--- src/rtl/pssc_pkg.sv ---
// ----------------------------------------------------------------------------
// pssc_pkg
// Shared types, constants and clamp limits for the scaled square root block.
// ----------------------------------------------------------------------------
package pssc_pkg;

  // radicand width, one pixel word
  localparam int unsigned RAD_W = 32;
  // scale factor fraction bits (Q16.16)
  localparam int unsigned SCALE_FRAC_BITS = 16;

  // configuration register indexes
  typedef enum logic {
    CFG_PIXEL_TYPE   = 1'b0,
    CFG_SCALE_FACTOR = 1'b1
  } cfg_reg_e;

  // pixel type codes, unused codes behave as signed 32-bit
  typedef enum logic [2:0] {
    PT_U8  = 3'd0,
    PT_S8  = 3'd1,
    PT_U16 = 3'd2,
    PT_S16 = 3'd3,
    PT_S32 = 3'd4
  } pix_type_e;

  // lower clamp limit of a pixel type
  function automatic logic signed [32:0] type_lo(logic [2:0] ptype);
    logic signed [32:0] lim;
    unique case (ptype)
      PT_U8:   lim = 33'sd0;
      PT_S8:   lim = -33'sd128;
      PT_U16:  lim = 33'sd0;
      PT_S16:  lim = -33'sd32768;
      default: lim = -33'sd2147483648;
    endcase
    return lim;
  endfunction

  // upper clamp limit of a pixel type
  function automatic logic signed [32:0] type_hi(logic [2:0] ptype);
    logic signed [32:0] lim;
    unique case (ptype)
      PT_U8:   lim = 33'sd255;
      PT_S8:   lim = 33'sd127;
      PT_U16:  lim = 33'sd65535;
      PT_S16:  lim = 33'sd32767;
      default: lim = 33'sd2147483647;
    endcase
    return lim;
  endfunction

endpackage

--- src/rtl/pssc_root_cell.sv ---
// ----------------------------------------------------------------------------
// pssc_root_cell
// One restoring square root step: brings in the next radicand bit pair,
// tries the trial divisor and settles one root bit, then hands on.
// ----------------------------------------------------------------------------
module pssc_root_cell
  import pssc_pkg::*;
#(
  parameter int unsigned RootW = 32,
  parameter int unsigned RemW  = 36
) (
  input  logic               clk_i,
  input  logic               rst_ni,
  // upstream side
  input  logic               in_valid_i,
  output logic               in_ready_o,
  input  logic [RemW-1:0]    rem_i,
  input  logic [RootW-1:0]   root_i,
  input  logic [RAD_W-1:0]   rad_i,
  input  logic               last_i,
  // downstream side
  output logic               out_valid_o,
  input  logic               out_ready_i,
  output logic [RemW-1:0]    rem_o,
  output logic [RootW-1:0]   root_o,
  output logic [RAD_W-1:0]   rad_o,
  output logic               last_o
);

  logic               valid_q;
  logic [RemW-1:0]    rem_q, rem_d;
  logic [RootW-1:0]   root_q, root_d;
  logic [RAD_W-1:0]   rad_q, rad_d;
  logic               last_q;
  logic [RemW-1:0]    rem_sh;
  logic [RemW-1:0]    trial;
  logic               fits;

  // trial subtract for one root bit
  always_comb begin
    rem_sh = {rem_i[RemW-3:0], rad_i[RAD_W-1:RAD_W-2]};
    trial  = {{(RemW-RootW-2){1'b0}}, root_i, 2'b01};
    fits   = (rem_sh >= trial);
    rem_d  = fits ? (rem_sh - trial) : rem_sh;
    root_d = {root_i[RootW-2:0], fits};
    rad_d  = {rad_i[RAD_W-3:0], 2'b00};
  end

  // stage can take a word when empty or when its word moves on
  assign in_ready_o = !valid_q || out_ready_i;

  always_ff @(posedge clk_i or negedge rst_ni) begin
    if (!rst_ni) begin
      valid_q <= 1'b0;
    end else if (in_ready_o) begin
      valid_q <= in_valid_i;
    end
  end

  // payload
  always_ff @(posedge clk_i) begin
    if (in_valid_i && in_ready_o) begin
      rem_q  <= rem_d;
      root_q <= root_d;
      rad_q  <= rad_d;
      last_q <= last_i;
    end
  end

  assign out_valid_o = valid_q;
  assign rem_o       = rem_q;
  assign root_o      = root_q;
  assign rad_o       = rad_q;
  assign last_o      = last_q;

endmodule

--- config.mk ---
export PLATFORM = sky130hd
export DESIGN_NAME = pssc_root_cell
export DESIGN_NICKNAME = d
export VERILOG_FILES = /design/src/rtl/pssc_pkg.sv /design/src/rtl/pssc_root_cell.sv
export SDC_FILE = /design/constraint.sdc
export NUM_CORES = 1
export LEC_CHECK = 0
export BUFFER_PORTS_ARGS = -buffer_cell sky130_fd_sc_hd__buf_2
export CORE_ASPECT_RATIO = 1.25
export CORE_MARGIN = 3
export CORE_UTILIZATION = 54
export DETAILED_ROUTE_END_ITERATION = 10
export GPL_TIMING_DRIVEN = 0
export PLACE_DENSITY = 0.89
export SLEW_MARGIN = 20
export SYNTH_ARGS = -nofsm -noshare
export SYNTH_HDL_FRONTEND = slang
export SYNTH_SLANG_ARGS = --single-unit
--- constraint.sdc ---
create_clock -name clk_i -period 8.9 [get_ports clk_i]
set_clock_uncertainty 0.05 [all_clocks]
set_input_delay 0.89 -clock clk_i [delete_from_list [all_inputs] [get_ports clk_i]]
set_output_delay 0.89 -clock clk_i [all_outputs]
set_load 0.1 [all_outputs]
### After elaboration in Yosys (flattened, before gate mapping)

Cells that the tools add are included.

* register bits after elaboration: 100
* output and inout bits: 103
* input bits: 105

* mux-type cells: 1
* reduce and logical (&&, ||, !) cells: 3
* $lt $le $gt $ge: 1
* add/subtract/negate cells: 1

Operator list (count)
* 36-bit by 34-bit greater-or-equal comparator with 1-bit output: 1
* 36-bit 2-to-1 mux: 1
* 36-bit by 34-bit subtractor with 36-bit output: 1
* 1-bit logical AND: 1
* 1-bit zero test: 1
* 1-bit logical OR: 1

### Longest topological paths before layout

* depth in word-level cells: 3
* gate-level depth with buffers: 13
* gate-level depth less buffers: 10

### Worst setup path after synthesis

Ideal clock, no wire load.

* path kind: input -> register
* start point: in out_ready_i
* end point: reg last_q, in the netlist last_o (enable)
* required time: 8.382 ns
* arrival: 4.100 ns
* path slack: 4.281 ns
* buffers on the path: 0
* stages on the path: 2
* cells stage by stage: nand2b_1 and2_1

* word-level cells in the longest chain between the ends: 2

RTL lines
* from (decl): line pssc_root_cell.sv:23 `input logic out_ready_i,`
* 1-bit logical OR: line pssc_root_cell.sv:50 `assign in_ready_o = !valid_q || out_ready_i;`
* 1-bit logical AND: line pssc_root_cell.sv:62 `if (in_valid_i && in_ready_o) begin`
* to (signal assigned): line pssc_root_cell.sv:66 `last_q <= last_i;`
* to (decl): line pssc_root_cell.sv:34 `logic last_q;`

No other way between the ends.
A chain may end at the register's enable or synchronous reset.

### Worst setup path in the final report

* start point: in root_i[14]
* end point: reg rem_q[34], in the netlist rem_o[34], data pin

* word-level cells in the longest chain between the ends: 2

RTL lines
* from (decl): line pssc_root_cell.sv:18 `input logic [RootW-1:0] root_i,`
* 36-bit by 34-bit subtractor with 36-bit output / 36-bit by 34-bit greater-or-equal comparator with 1-bit output (equally long branches): line pssc_root_cell.sv:44, pssc_root_cell.sv:43
* 36-bit 2-to-1 mux (*): line pssc_root_cell.sv:44 `rem_d = fits ? (rem_sh - trial) : rem_sh;`
* named net rem_d[34]: line pssc_root_cell.sv:31 `logic [RemW-1:0] rem_q, rem_d;`
* to (signal assigned): line pssc_root_cell.sv:63 `rem_q <= rem_d;`
* to (decl): line pssc_root_cell.sv:31

The timed path passes the listed nets; every way through them passes the cells marked *.

==> flow_metrics.env <==
export IMPL_status="completed"
export IMPL_regArea_um2=3000
export IMPL_rsz0062_at_grt="false"
export IMPL_swShare_pct=41.1
export IMPL_insertion_delay_ns=0.35
export IMPL_place_gp_congestion=0.888
export IMPL_p_int_uw=884
export IMPL_synth_cells=504
export IMPL_power_uw=1500
export IMPL_path_buf_inv=3
export IMPL_yosys_area_top_type="edfxtp_1"
export IMPL_drtIter0Drc=345
export IMPL_vdd_drop_max_uv=100
export IMPL_syn_to_final_growth_pct=26.9
export IMPL_synth_cell_type_count=57
export IMPL_route_detailed_wl_per_inst_um=19.1
export IMPL_synthAdderAreaFrac_pct=7.65
export IMPL_vias=4914
export IMPL_fillers=727
export IMPL_drive_above_1_share_pct=34.2
export IMPL_first_pass_iters=5
export IMPL_synth_area_mux_share_pct=0.608
export IMPL_slowest_delay_ns=0.48
export IMPL_cts_resized=0
export IMPL_grt_max_degree=64
export IMPL_synthTopCellsByCount="edfxtp_1 (99), nand2_1 (61), inv_1 (37)"
export IMPL_yosysMostFrequentCell="edfxtp_1"
export IMPL_h_tree_depth=3
export IMPL_first_global_vias=4873
export IMPL_root_buffer="clkbuf_16"
export IMPL_ant_nets=0
export IMPL_combinationalPowerShare_pct=36.1
export IMPL_power_leakage_uw=0.00313
export IMPL_max_freq_ghz=0.292
export IMPL_drv_cap=0
export IMPL_ys_ff_latch=100
export IMPL_num_antenna_cells=0
export IMPL_crit_top_cell="buf_2"
export IMPL_yosys_warnings=0
export IMPL_synth_xor_area_share_pct=5.04
export IMPL_cts_hold_buf=0
export IMPL_die_w_um=96.8
export IMPL_dpl_hpwl_um=12400
export IMPL_finalSetupViolations=0
export IMPL_regToRegSetupSlack_ns=7.13
export IMPL_fp_coreArea_um2=9810
export IMPL_tns_ns=0
export IMPL_grt_pass1_wl_um=25100
export IMPL_wl_um=16200
export IMPL_synth_simple_area_share_pct=12.0
export IMPL_required_ns=8.94
export IMPL_syn_area_per_cell_um2=11.0
export IMPL_antenna_found_initial=0
export IMPL_synth_edff_count=99
export IMPL_slew_viol_final=0
export IMPL_track_usage_pct=27.3
export IMPL_fin_crit_sh_pct=38.5
export IMPL_vias_per_cell=5.77
export IMPL_relSlewSlack_pct=56.9
export IMPL_final_hold_viol_count=0
export IMPL_synth_area_leaders="edfxtp_1 (53%), ha_1 (7.7%), nand2_1 (4.1%)"
export IMPL_hold_ws_ns=0.250
export IMPL_clk_pin_slew_ns=0.07
export IMPL_multiInputGateArea_um2=2290
export IMPL_clock_power_share_pct=25.4
export IMPL_yosys_area_top_type_share_pct=53.5
export IMPL_power_density_nw_per_um2=213
export IMPL_cts_buffers=9
export IMPL_cts_setup_buffers=0
export IMPL_clk_path_buf_depth=2
export IMPL_cp_start_kind="input pin"
export IMPL_seq_area_frac_synth_pct=53.9
export IMPL_p_switching_uw=617
export IMPL_cp_arrival_ns=3.46
export IMPL_io_pins=208
export IMPL_worst_path_dominant_cell_family="compound AO/OA/AOI/OAI gates"
export IMPL_clock_sinks=100
export IMPL_p_seq_share_pct=38.5
export IMPL_synthArstFlopShare_pct=1.00
export IMPL_synth_top_family_by_area="compound AO/OA/AOI/OAI gates"
export IMPL_grt_overflow=0
export IMPL_synth_area_um2=5560
export IMPL_numPortBuffers=203
export IMPL_cts_tree="built"
export IMPL_finalNetCount=859
export IMPL_die_h_um=119
export IMPL_slowest_stage="nor4_1"
export IMPL_worstSetupPathType="in2reg"
export IMPL_initial_utilization_pct=56.7
export IMPL_synthFlopType="edfxtp_1"
export IMPL_row_count=40
export IMPL_crit_chain="buf_2 > inv_1 > ha_1 > buf_2 > nand2_1 > nor4_1 > o211ai_1 > nand3_1 > a21oi_1 > o32ai_1 > a2111oi_4 > xor2_1"
export IMPL_die_area_um2=11600
export IMPL_worstMarginPinSlew_ns=0.643
export IMPL_synth_compound_area_share_pct=15.8
export IMPL_drc=0
export IMPL_hold_class="in2async"
export IMPL_period_needed_ns=3.43
export IMPL_end_kind="flip-flop"
export IMPL_cp_max_fo=10
-- power by group through the flow --
stage / Sequential, uW / Combinational, uW / Clock (uW)
floorplan: 844 / 172 / 0
global placement: 589 / 524 / 0
detailed placement: 589 / 535 / 0
CTS: 579 / 540 / 383
global route: 581 / 569 / 403
finish: 578 / 542 / 381
-- logic make-up (layout without fill, tap and decap cells) --
family,after synthesis,count (layout)
compound gates,138,138
simple gates,133,133
flops,100,100
buf+inv,63,283
fa+ha+maj,34,34
xor+xnor,32,32
mux,3,3
other cells,1,2
-- layout make-up --
cell class	instances	area share (%)
well taps	126	2.24
flip-flops and latches	100	42.5
multi-input cells	342	32.5
clock buffers	10	3.25
plain buffers	25	1.84
repair buffers	204	14.8
clock inverters	6	0.816
inverters	38	2.02
-- final timing paths --
| path | startpoint | end | cells after the start |
|---|---|---|---|
| setup / recovery | root_i[14] | rem_o[34]$_DFFE_PP_ | 12 |
| hold / removal | rst_ni | out_valid_o$_DFFE_PN0N_ | 1 |
| setup reg to reg | out_valid_o$_DFFE_PN0N_ | rem_o[34]$_DFFE_PP_ | 3 |
| hold reg to reg | out_valid_o$_DFFE_PN0N_ | out_valid_o$_DFFE_PN0N_ | 2 |
| max in group asynchronous | rst_ni | out_valid_o$_DFFE_PN0N_ | 1 |
| min in group clk_i | out_valid_o$_DFFE_PN0N_ | out_valid_o$_DFFE_PN0N_ | 2 |
-- registers in the layout, indices dropped and copies added (netlist names) --
signal       cells
rad_o           30
last_o           1
rem_o           36
root_o          32
out_valid_o      1
-- metal layers --
metal  wire (um)  global-route usage, %  up-vias
li1            -                      -     2273
met1        6030                   31.3     2284
met2        8290                   48.6      298
met3        1370                   7.03       59
met4         560                   10.9        0
met5           0                      0        -
-- worst register-to-register path: cells and delay by family, from the launching register on --
| family | cells | cell delay [ns] |
|---|---|---|
| buf+inv | 1 | 0.35 |
| flops | 1 | 0.38 |
| simple gates | 2 | 0.63 |
-- cell usage in the layout (no fill, tap or decap), drive strengths merged, types with 5 or more instances in the layout --
cell type	n
nor3	7
a21o	9
edfxtp	99
nand2	61
nor2b	6
xor2	14
o21ai	52
clkbuf	16
buf	223
nor2	16
nand3	8
o21bai	5
a21oi	36
nand4	11
ha	34
xnor2	18
inv	40
nand2b	9
o211ai	5
-- stage by stage --
stage	std cells	util, %	instance area, um2	setup slack (ns)
finish	851	71.9	7050	5.47
global route	851	71.9	7050	5.30
CTS	851	71.9	7050	5.54
detailed placement	835	69.0	6770	5.21
global placement	834	68.7	6740	4.31
floorplan	505	-	5560	4.28
Power figures use the tool's default switching activity.
