===== src/rtl/pssc_pkg.sv =====
// ----------------------------------------------------------------------------
// pssc_pkg
// Shared types, constants and clamp limits for the scaled square root block.
// ----------------------------------------------------------------------------
package pssc_pkg;

  // radicand width, one pixel word
  localparam int unsigned RAD_W = 32;
  // scale factor fraction bits (Q16.16)
  localparam int unsigned SCALE_FRAC_BITS = 16;

  // configuration register indexes
  typedef enum logic {
    CFG_PIXEL_TYPE   = 1'b0,
    CFG_SCALE_FACTOR = 1'b1
  } cfg_reg_e;

  // pixel type codes, unused codes behave as signed 32-bit
  typedef enum logic [2:0] {
    PT_U8  = 3'd0,
    PT_S8  = 3'd1,
    PT_U16 = 3'd2,
    PT_S16 = 3'd3,
    PT_S32 = 3'd4
  } pix_type_e;

  // lower clamp limit of a pixel type
  function automatic logic signed [32:0] type_lo(logic [2:0] ptype);
    logic signed [32:0] lim;
    unique case (ptype)
      PT_U8:   lim = 33'sd0;
      PT_S8:   lim = -33'sd128;
      PT_U16:  lim = 33'sd0;
      PT_S16:  lim = -33'sd32768;
      default: lim = -33'sd2147483648;
    endcase
    return lim;
  endfunction

  // upper clamp limit of a pixel type
  function automatic logic signed [32:0] type_hi(logic [2:0] ptype);
    logic signed [32:0] lim;
    unique case (ptype)
      PT_U8:   lim = 33'sd255;
      PT_S8:   lim = 33'sd127;
      PT_U16:  lim = 33'sd65535;
      PT_S16:  lim = 33'sd32767;
      default: lim = 33'sd2147483647;
    endcase
    return lim;
  endfunction

endpackage


===== src/rtl/pssc_scale_clip.sv =====
// ----------------------------------------------------------------------------
// pssc_scale_clip
// Multiplies the root by the scale magnitude in two partial products, rounds
// half away from zero, applies the sign and clamps to the pixel type range.
// ----------------------------------------------------------------------------
module pssc_scale_clip
  import pssc_pkg::*;
#(
  parameter int unsigned RootW    = 32,
  parameter int unsigned FracBits = 16
) (
  input  logic               clk_i,
  input  logic               rst_ni,
  // static configuration
  input  logic [2:0]         pixel_type_i,
  input  logic               neg_scale_i,
  input  logic [31:0]        scale_mag_i,
  // root from the cell chain
  input  logic               in_valid_i,
  output logic               in_ready_o,
  input  logic [RootW-1:0]   root_i,
  input  logic               last_i,
  // result word
  output logic               out_valid_o,
  input  logic               out_stall_i,
  output logic [31:0]        pixel_out_o,
  output logic               clamped_o,
  output logic               last_out_o
);

  localparam int unsigned LoW   = (RootW + 1) / 2;
  localparam int unsigned HiW   = RootW - LoW;
  localparam int unsigned ProdW = RootW + 32;
  localparam int unsigned Shift = FracBits + SCALE_FRAC_BITS;
  localparam logic [ProdW-1:0] Half = ProdW'(1) << (Shift - 1);

  logic               v1_q, v2_q, v3_q;
  logic               rdy1, rdy2, rdy3;
  logic [LoW+31:0]    pl_q;
  logic [HiW+31:0]    ph_q;
  logic               last1_q, last2_q, last3_q;
  logic [ProdW-1:0]   sum;
  logic [31:0]        mag_q;
  logic signed [32:0] res;
  logic signed [32:0] lo_lim, hi_lim;
  logic [31:0]        pix_d, pix_q;
  logic               clamp_d, clamp_q;

  // ready ripples back through the three stages
  assign rdy3       = !v3_q || !out_stall_i;
  assign rdy2       = !v2_q || rdy3;
  assign rdy1       = !v1_q || rdy2;
  assign in_ready_o = rdy1;

  always_ff @(posedge clk_i or negedge rst_ni) begin
    if (!rst_ni) begin
      v1_q <= 1'b0;
      v2_q <= 1'b0;
      v3_q <= 1'b0;
    end else begin
      if (rdy1) begin
        v1_q <= in_valid_i;
      end
      if (rdy2) begin
        v2_q <= v1_q;
      end
      if (rdy3) begin
        v3_q <= v2_q;
      end
    end
  end

  // stage 1: partial products of root halves
  always_ff @(posedge clk_i) begin
    if (in_valid_i && rdy1) begin
      pl_q    <= root_i[LoW-1:0] * scale_mag_i;
      ph_q    <= root_i[RootW-1:LoW] * scale_mag_i;
      last1_q <= last_i;
    end
  end

  // stage 2: combine, add one half, drop fraction bits
  assign sum = (ProdW'(ph_q) << LoW) + ProdW'(pl_q) + Half;

  always_ff @(posedge clk_i) begin
    if (v1_q && rdy2) begin
      mag_q   <= sum[ProdW-1:Shift];
      last2_q <= last1_q;
    end
  end

  // stage 3: sign and clamp
  always_comb begin
    lo_lim  = type_lo(pixel_type_i);
    hi_lim  = type_hi(pixel_type_i);
    res     = neg_scale_i ? -$signed({1'b0, mag_q}) : $signed({1'b0, mag_q});
    clamp_d = 1'b0;
    pix_d   = res[31:0];
    priority if (res < lo_lim) begin
      pix_d   = lo_lim[31:0];
      clamp_d = 1'b1;
    end else if (res > hi_lim) begin
      pix_d   = hi_lim[31:0];
      clamp_d = 1'b1;
    end
  end

  always_ff @(posedge clk_i) begin
    if (v2_q && rdy3) begin
      pix_q   <= pix_d;
      clamp_q <= clamp_d;
      last3_q <= last2_q;
    end
  end

  assign out_valid_o = v3_q;
  assign pixel_out_o = pix_q;
  assign clamped_o   = clamp_q;
  assign last_out_o  = last3_q;

endmodule


===== config.mk =====
export PLATFORM = sky130hd
export DESIGN_NAME = pssc_scale_clip
export DESIGN_NICKNAME = d
export VERILOG_FILES = /design/src/rtl/pssc_pkg.sv /design/src/rtl/pssc_scale_clip.sv
export SDC_FILE = /design/constraint.sdc
export NUM_CORES = 2
export LEC_CHECK = 0
export ABC_AREA = 1
export BUFFER_PORTS_ARGS = -buffer_cell sky130_fd_sc_hd__buf_2
export CAP_MARGIN = 20
export CORE_MARGIN = 5
export CORE_UTILIZATION = 46
export CTS_CLUSTER_SIZE = 25
export DETAILED_ROUTE_END_ITERATION = 8
export GPL_TIMING_DRIVEN = 0
export PLACE_DENSITY = 0.64
export SLEW_MARGIN = 20
export SYNTH_ARGS = -nofsm -noshare
export SYNTH_HDL_FRONTEND = slang
export SYNTH_SLANG_ARGS = --single-unit

===== constraint.sdc =====
create_clock -name clk_i -period 6.1 [get_ports clk_i]
set_input_delay 0.61 -clock clk_i [delete_from_list [all_inputs] [get_ports clk_i]]
set_output_delay 0.61 -clock clk_i [all_outputs]
set_load 0.005 [all_outputs]

======== After elaboration in Yosys (flattened, before gate mapping) ========
Index checks and enable logic that the tools add are counted.
cells by class
  add/sub/neg operators ................... 3
  multiply operators ...................... 2
  $lt $le $gt $ge ......................... 2
  equality and inequality tests ........... 3
  multiplexer cells ....................... 6
  reductions and logical operators ........ 12
operators with widths
  kind                      number
  $pmux W31 S4              1
  $pmux W33 S3              1
  $mul A16 B32 Y48          2
  $add A64 B32 Y64 const B  1
  $add A64 B48 Y64          1
  $mux W32                  2
  $gt A33 B33 Y1            1
  $lt A33 B33 Y1            1
  $mux W33                  1
  $neg A32 Y33              1
  $eq A3 B2 Y1 const B      2
  $logic_not A1 Y1          4
  $eq A3 B1 Y1 const B      1
  $logic_and A1 B1 Y1       3
  $logic_not A3 Y1          1
  $logic_or A1 B1 Y1        3
  $reduce_or A2 Y1          1
  $mux W1                   1
storage, ports and cells
  bits in registers ....................... 167
  input port bits ......................... 73
  output and inout port bits .............. 36
  word-level logic and storage cells ...... 39

======== Depth between registers and ports, before layout ========
  depth in word-level cells ............... 5
  mapped depth ............................ 29
  mapped depth without buffers ............ 28

======== Worst setup path before layout ========
OpenSTA, ideal clock, no wires.
  path kind ............................... input port to flip-flop
  start point ............................. input root_i[1]
  end point ............................... register pl_q[31] (data pin)
  library setup time ...................... 258 ps
  arrival time ............................ 5490 ps
  data required time ...................... 5842 ps
  path slack .............................. 352 ps
  cell stages on the path ................. 22
  path through ............................ clkbuf_1 > nand2_1 > fa_1 > fa_1 > fa_1 > inv_1 > fa_1 > fa_1 > inv_1 > fa_1 > inv_1 > ha_1 > nand2_1 > nor2_1 > inv_1 > nor2_1 > inv_1 > nor4_1 > a21oi_1 > nor2_1 > nor2_1 > xnor2_1
between the ends
  word-level cells in the longest chain between the ends .. 1
ends and longest elaborated chain
  item                  RTL line               RTL
  from (decl)           pssc_scale_clip.sv:21  input logic [RootW-1:0] root_i,
  $mul A16 B32 Y48      pssc_scale_clip.sv:76  pl_q <= root_i[LoW-1:0] * scale_mag_i;
  to (signal assigned)  pssc_scale_clip.sv:76
  to (decl)             pssc_scale_clip.sv:39  logic [LoW+31:0] pl_q;
No other way between the ends.
A chain may end at the register's enable or synchronous reset.

======== Worst setup path in the final report ========
  start point ............................. input root_i[3]
  end point ............................... register pl_q[33] (data pin)
The elaborated chain is that of the path after synthesis.

==> flow_metrics.tcl <==
set metrics [dict create \
    yosysTopAreaCellShare_pct 38.5 \
    drive_gt1_share_pct 7.52 \
    outcome "finished clean" \
    yosysTopAreaCell "fa_1" \
    grt_max_degree 34 \
    yosys-top-cells-area "fa_1 (38%), inv_1 (13%), nand2_1 (13%), edfxtp_1 (10%), ha_1 (10%)" \
    clk_latency_ns 0.45 \
    clock-sinks 151 \
    r2r_slack_ns 1.74 \
    holdPathEnd "last1_q$_DFFE_PP_" \
    postSynthAreaPerCell_um2 7.73 \
    cts-htree-levels 4 \
    overflow 0 \
    hold_viol 0 \
    cp-end-kind "register" \
    numCtsBuffers 17 \
    ys_ff_latch 151 \
    clk_pin_slew_ns 0.06 \
    clockRootBuffer "clkbuf_16" \
    ant_nets 0 \
    drv_slew 0 \
    grt_pass1_wl_mm 228 \
    cts_buffer_depth 2 \
    grt_pass1_vias 38100 \
    routed_wirelength_mm 150 \
    postSynthCellCount 5623 \
    placed_cells 6990 \
    setup_ws_ns 0.0577 \
    r2r_end "pixel_out_o[27]$_DFFE_PP_" \
    fin_crit_ns 6.04 \
    period_share_pct 99.1 \
    crit_path_max_incr_delay_ns 0.59 \
    rows 112 \
    drv_cap 0 \
    grt_usage_pct 30.3 \
    max_clock_freq_ghz 0.166 \
    worst_pin_slew_ns 0.921 \
    arrival_ns 6.29 \
    fp.dieH_um 317 \
    cp_slowest_cell "fa_2" \
    crit_chain "buf_2, buf_4, nand2_1, fa_2, fa_1, fa_1, inv_1, fa_1, fa_1, inv_1, fa_1, inv_1, ha_1, inv_1, o21ai_0, a21oi_2, o21ai_0, inv_1, nand2_1, a21oi_2, o21ai_0, xor2_1" \
    avgRoutedWirePerCell_um 21.4 \
    synth_cell_types 47 \
    whs_path_depth 1 \
    synth_area_um2 43500 \
    dp_worst_setup_slack_ns -1.29 \
    avgViaCountPerCell 5.29 \
    drc 0 \
    synthToLayoutAreaGrowth_pct 9.52 \
    hold_start "last_i" \
    antenna_found_initial 6 \
    place.gp.congestion 0.980 \
    setup.worst_path.class "input pin to register" \
    num_vias 37100 \
    crit_path_start_kind "input pin" \
    die-area_um2 101000 \
    drtIter0Drc 3406 \
    finalSetupViolCount 0 \
    reg2reg_depth 18 \
    cts_tree "yes" \
    io_pins 109 \
    port-buffer-count 108 \
    hp-class "input pin to register" \
    rsz0062_at_grt "true" \
    yosysWarnings 0 \
    ys_seq_area_share_pct 10.4 \
    dpl.hpwl_mm 126 \
    syn_nets 6880 \
    initial_core_util_pct 46.4 \
    nets 7013 \
    core_um2 93600 \
    required_ns 6.35 \
    crit_fanout 10 \
    drtPass1Iterations 6 \
    final_cells 7024 \
    timing.slew.headroom_pct 38.0 \
    reg2reg_from "mag_q[0]$_DFFE_PP_" \
    fin_skew_ns 0.0132 \
    die_w_um 317 \
]
layout by cell type (no fill, tap or decap), types with 14 or more instances in the layout:
master / synthesis / final
nand2_1: 1543 / 1540
buf_2: 3 / 111
nand3_1: 126 / 124
xnor2_1: 37 / 37
xor2_1: 84 / 83
clkbuf_2: 0 / 22
o21ai_0: 110 / 100
nand4_1: 23 / 23
inv_1: 1545 / 1544
edfxtp_1: 148 / 148
nor2_1: 267 / 253
buf_4: 2 / 43
a31oi_1: 22 / 22
a21o_1: 23 / 23
a21oi_1: 183 / 169
ha_1: 349 / 327
buf_6: 4 / 52
nor2_2: 4 / 15
ha_4: 0 / 14
fa_1: 835 / 826
nor3_1: 24 / 24
clkbuf_16: 0 / 17
clkbuf_4: 0 / 62
cell families (layout without fill, tap and decap cells):
family	after synthesis	in the layout	share of synthesized area, %
other	0	1	0
XOR/XNOR	121	121	2.44
AND/OR/NAND/NOR	2027	2027	18.5
flip-flops	151	151	10.4
buffers and inverters	1751	1897	15.2
AO/OA/AOI/OAI	389	389	4.98
adder cells (fa/ha/maj)	1184	1184	48.5
metal layers:
layer	track usage [%]	routed length (µm)
met1	42.4	62800
met5	0	103
met3	7.56	16600
met4	10.5	5800
met2	46.4	64900
synthesized netlist by cell type (all sizes together):
cell and count:
xor2 84, nand3b 2, o211ai 4, ha 349
a21oi 183, xnor2 37, o22ai 1, dfrtp 3
o2111ai 1, a31o 1, a211oi 4, nand3 131
nor2 273, a22oi 1, nand2 1550, and3 8
nand2b 1, o21a 8, a21o 23, clkbuf 195
o311ai 2, inv 1547, nand4 23, nor4 13
a31oi 22, or2 2, edfxtp 148, o21bai 13
nor3 24, o41ai 1, o21ai 115, buf 9
a21boi 10, fa 835
stage by stage:
step / hold slack (ns) / setup TNS [ns] / util, % / area, µm²
after floorplan: 0.314 / 0 / - / 43500
after global placement: 0.404 / -67.70 / 48.7 / 45600
after detailed placement: 0.412 / -53.61 / 48.8 / 45700
after CTS: 0.319 / 0 / 50.0 / 46800
after global routing: 0.324 / -0.160 / 50.9 / 47600
final: 0.343 / 0 / 50.9 / 47600
worst max path at each step:
stage	from	end	slack (ns)
floorplan	root_i[1]	pl_q[31]$_DFFE_PP_	0.35
global placement	scale_mag_i[23]	pl_q[47]$_DFFE_PP_	-1.30
detailed placement	scale_mag_i[23]	pl_q[47]$_DFFE_PP_	-1.29
CTS	root_i[18]	ph_q[39]$_DFFE_PP_	0.0005
global route	root_i[11]	pl_q[42]$_DFFE_PP_	-0.05
finish	root_i[3]	pl_q[33]$_DFFE_PP_	0.06
state kept, by name, indices dropped and copies added (netlist names), 32 cells and up:
signal,count
pixel_out_o,32
mag_q,32
pl_q,32
ph_q,48
critical path: cells and delay by family:
family                   cells  cell delay [ns]
AND/OR/NAND/NOR              2             0.17
adder cells (fa/ha/maj)      7             3.48
AO/OA/AOI/OAI                5             0.89
XOR/XNOR                     1             0.30
buffers and inverters        7             0.82
cell type report:
cell class | instances | area, µm²
fillers | 9262 | 46000
inverters | 1547 | 5810
diodes | 1 | 2.50
repair buffers | 115 | 692
well taps | 1254 | 1570
clock inverters | 14 | 165
multi-input cells | 3721 | 32700
clock buffers | 18 | 429
flip-flops and latches | 151 | 4520
plain buffers | 203 | 1680
repair_timing:
item	4_1_cts	5_1_grt
setup endpoints to repair	63	55
setup buffers	0	1
endpoints found under the hold margin	3	0
resized for setup	263	448
pin swaps	0	6
hold buffers	1	0
Power is left out: the tool's default activity adds up to more than one toggle a clock period on the data nets, which glitch-free logic cannot reach.
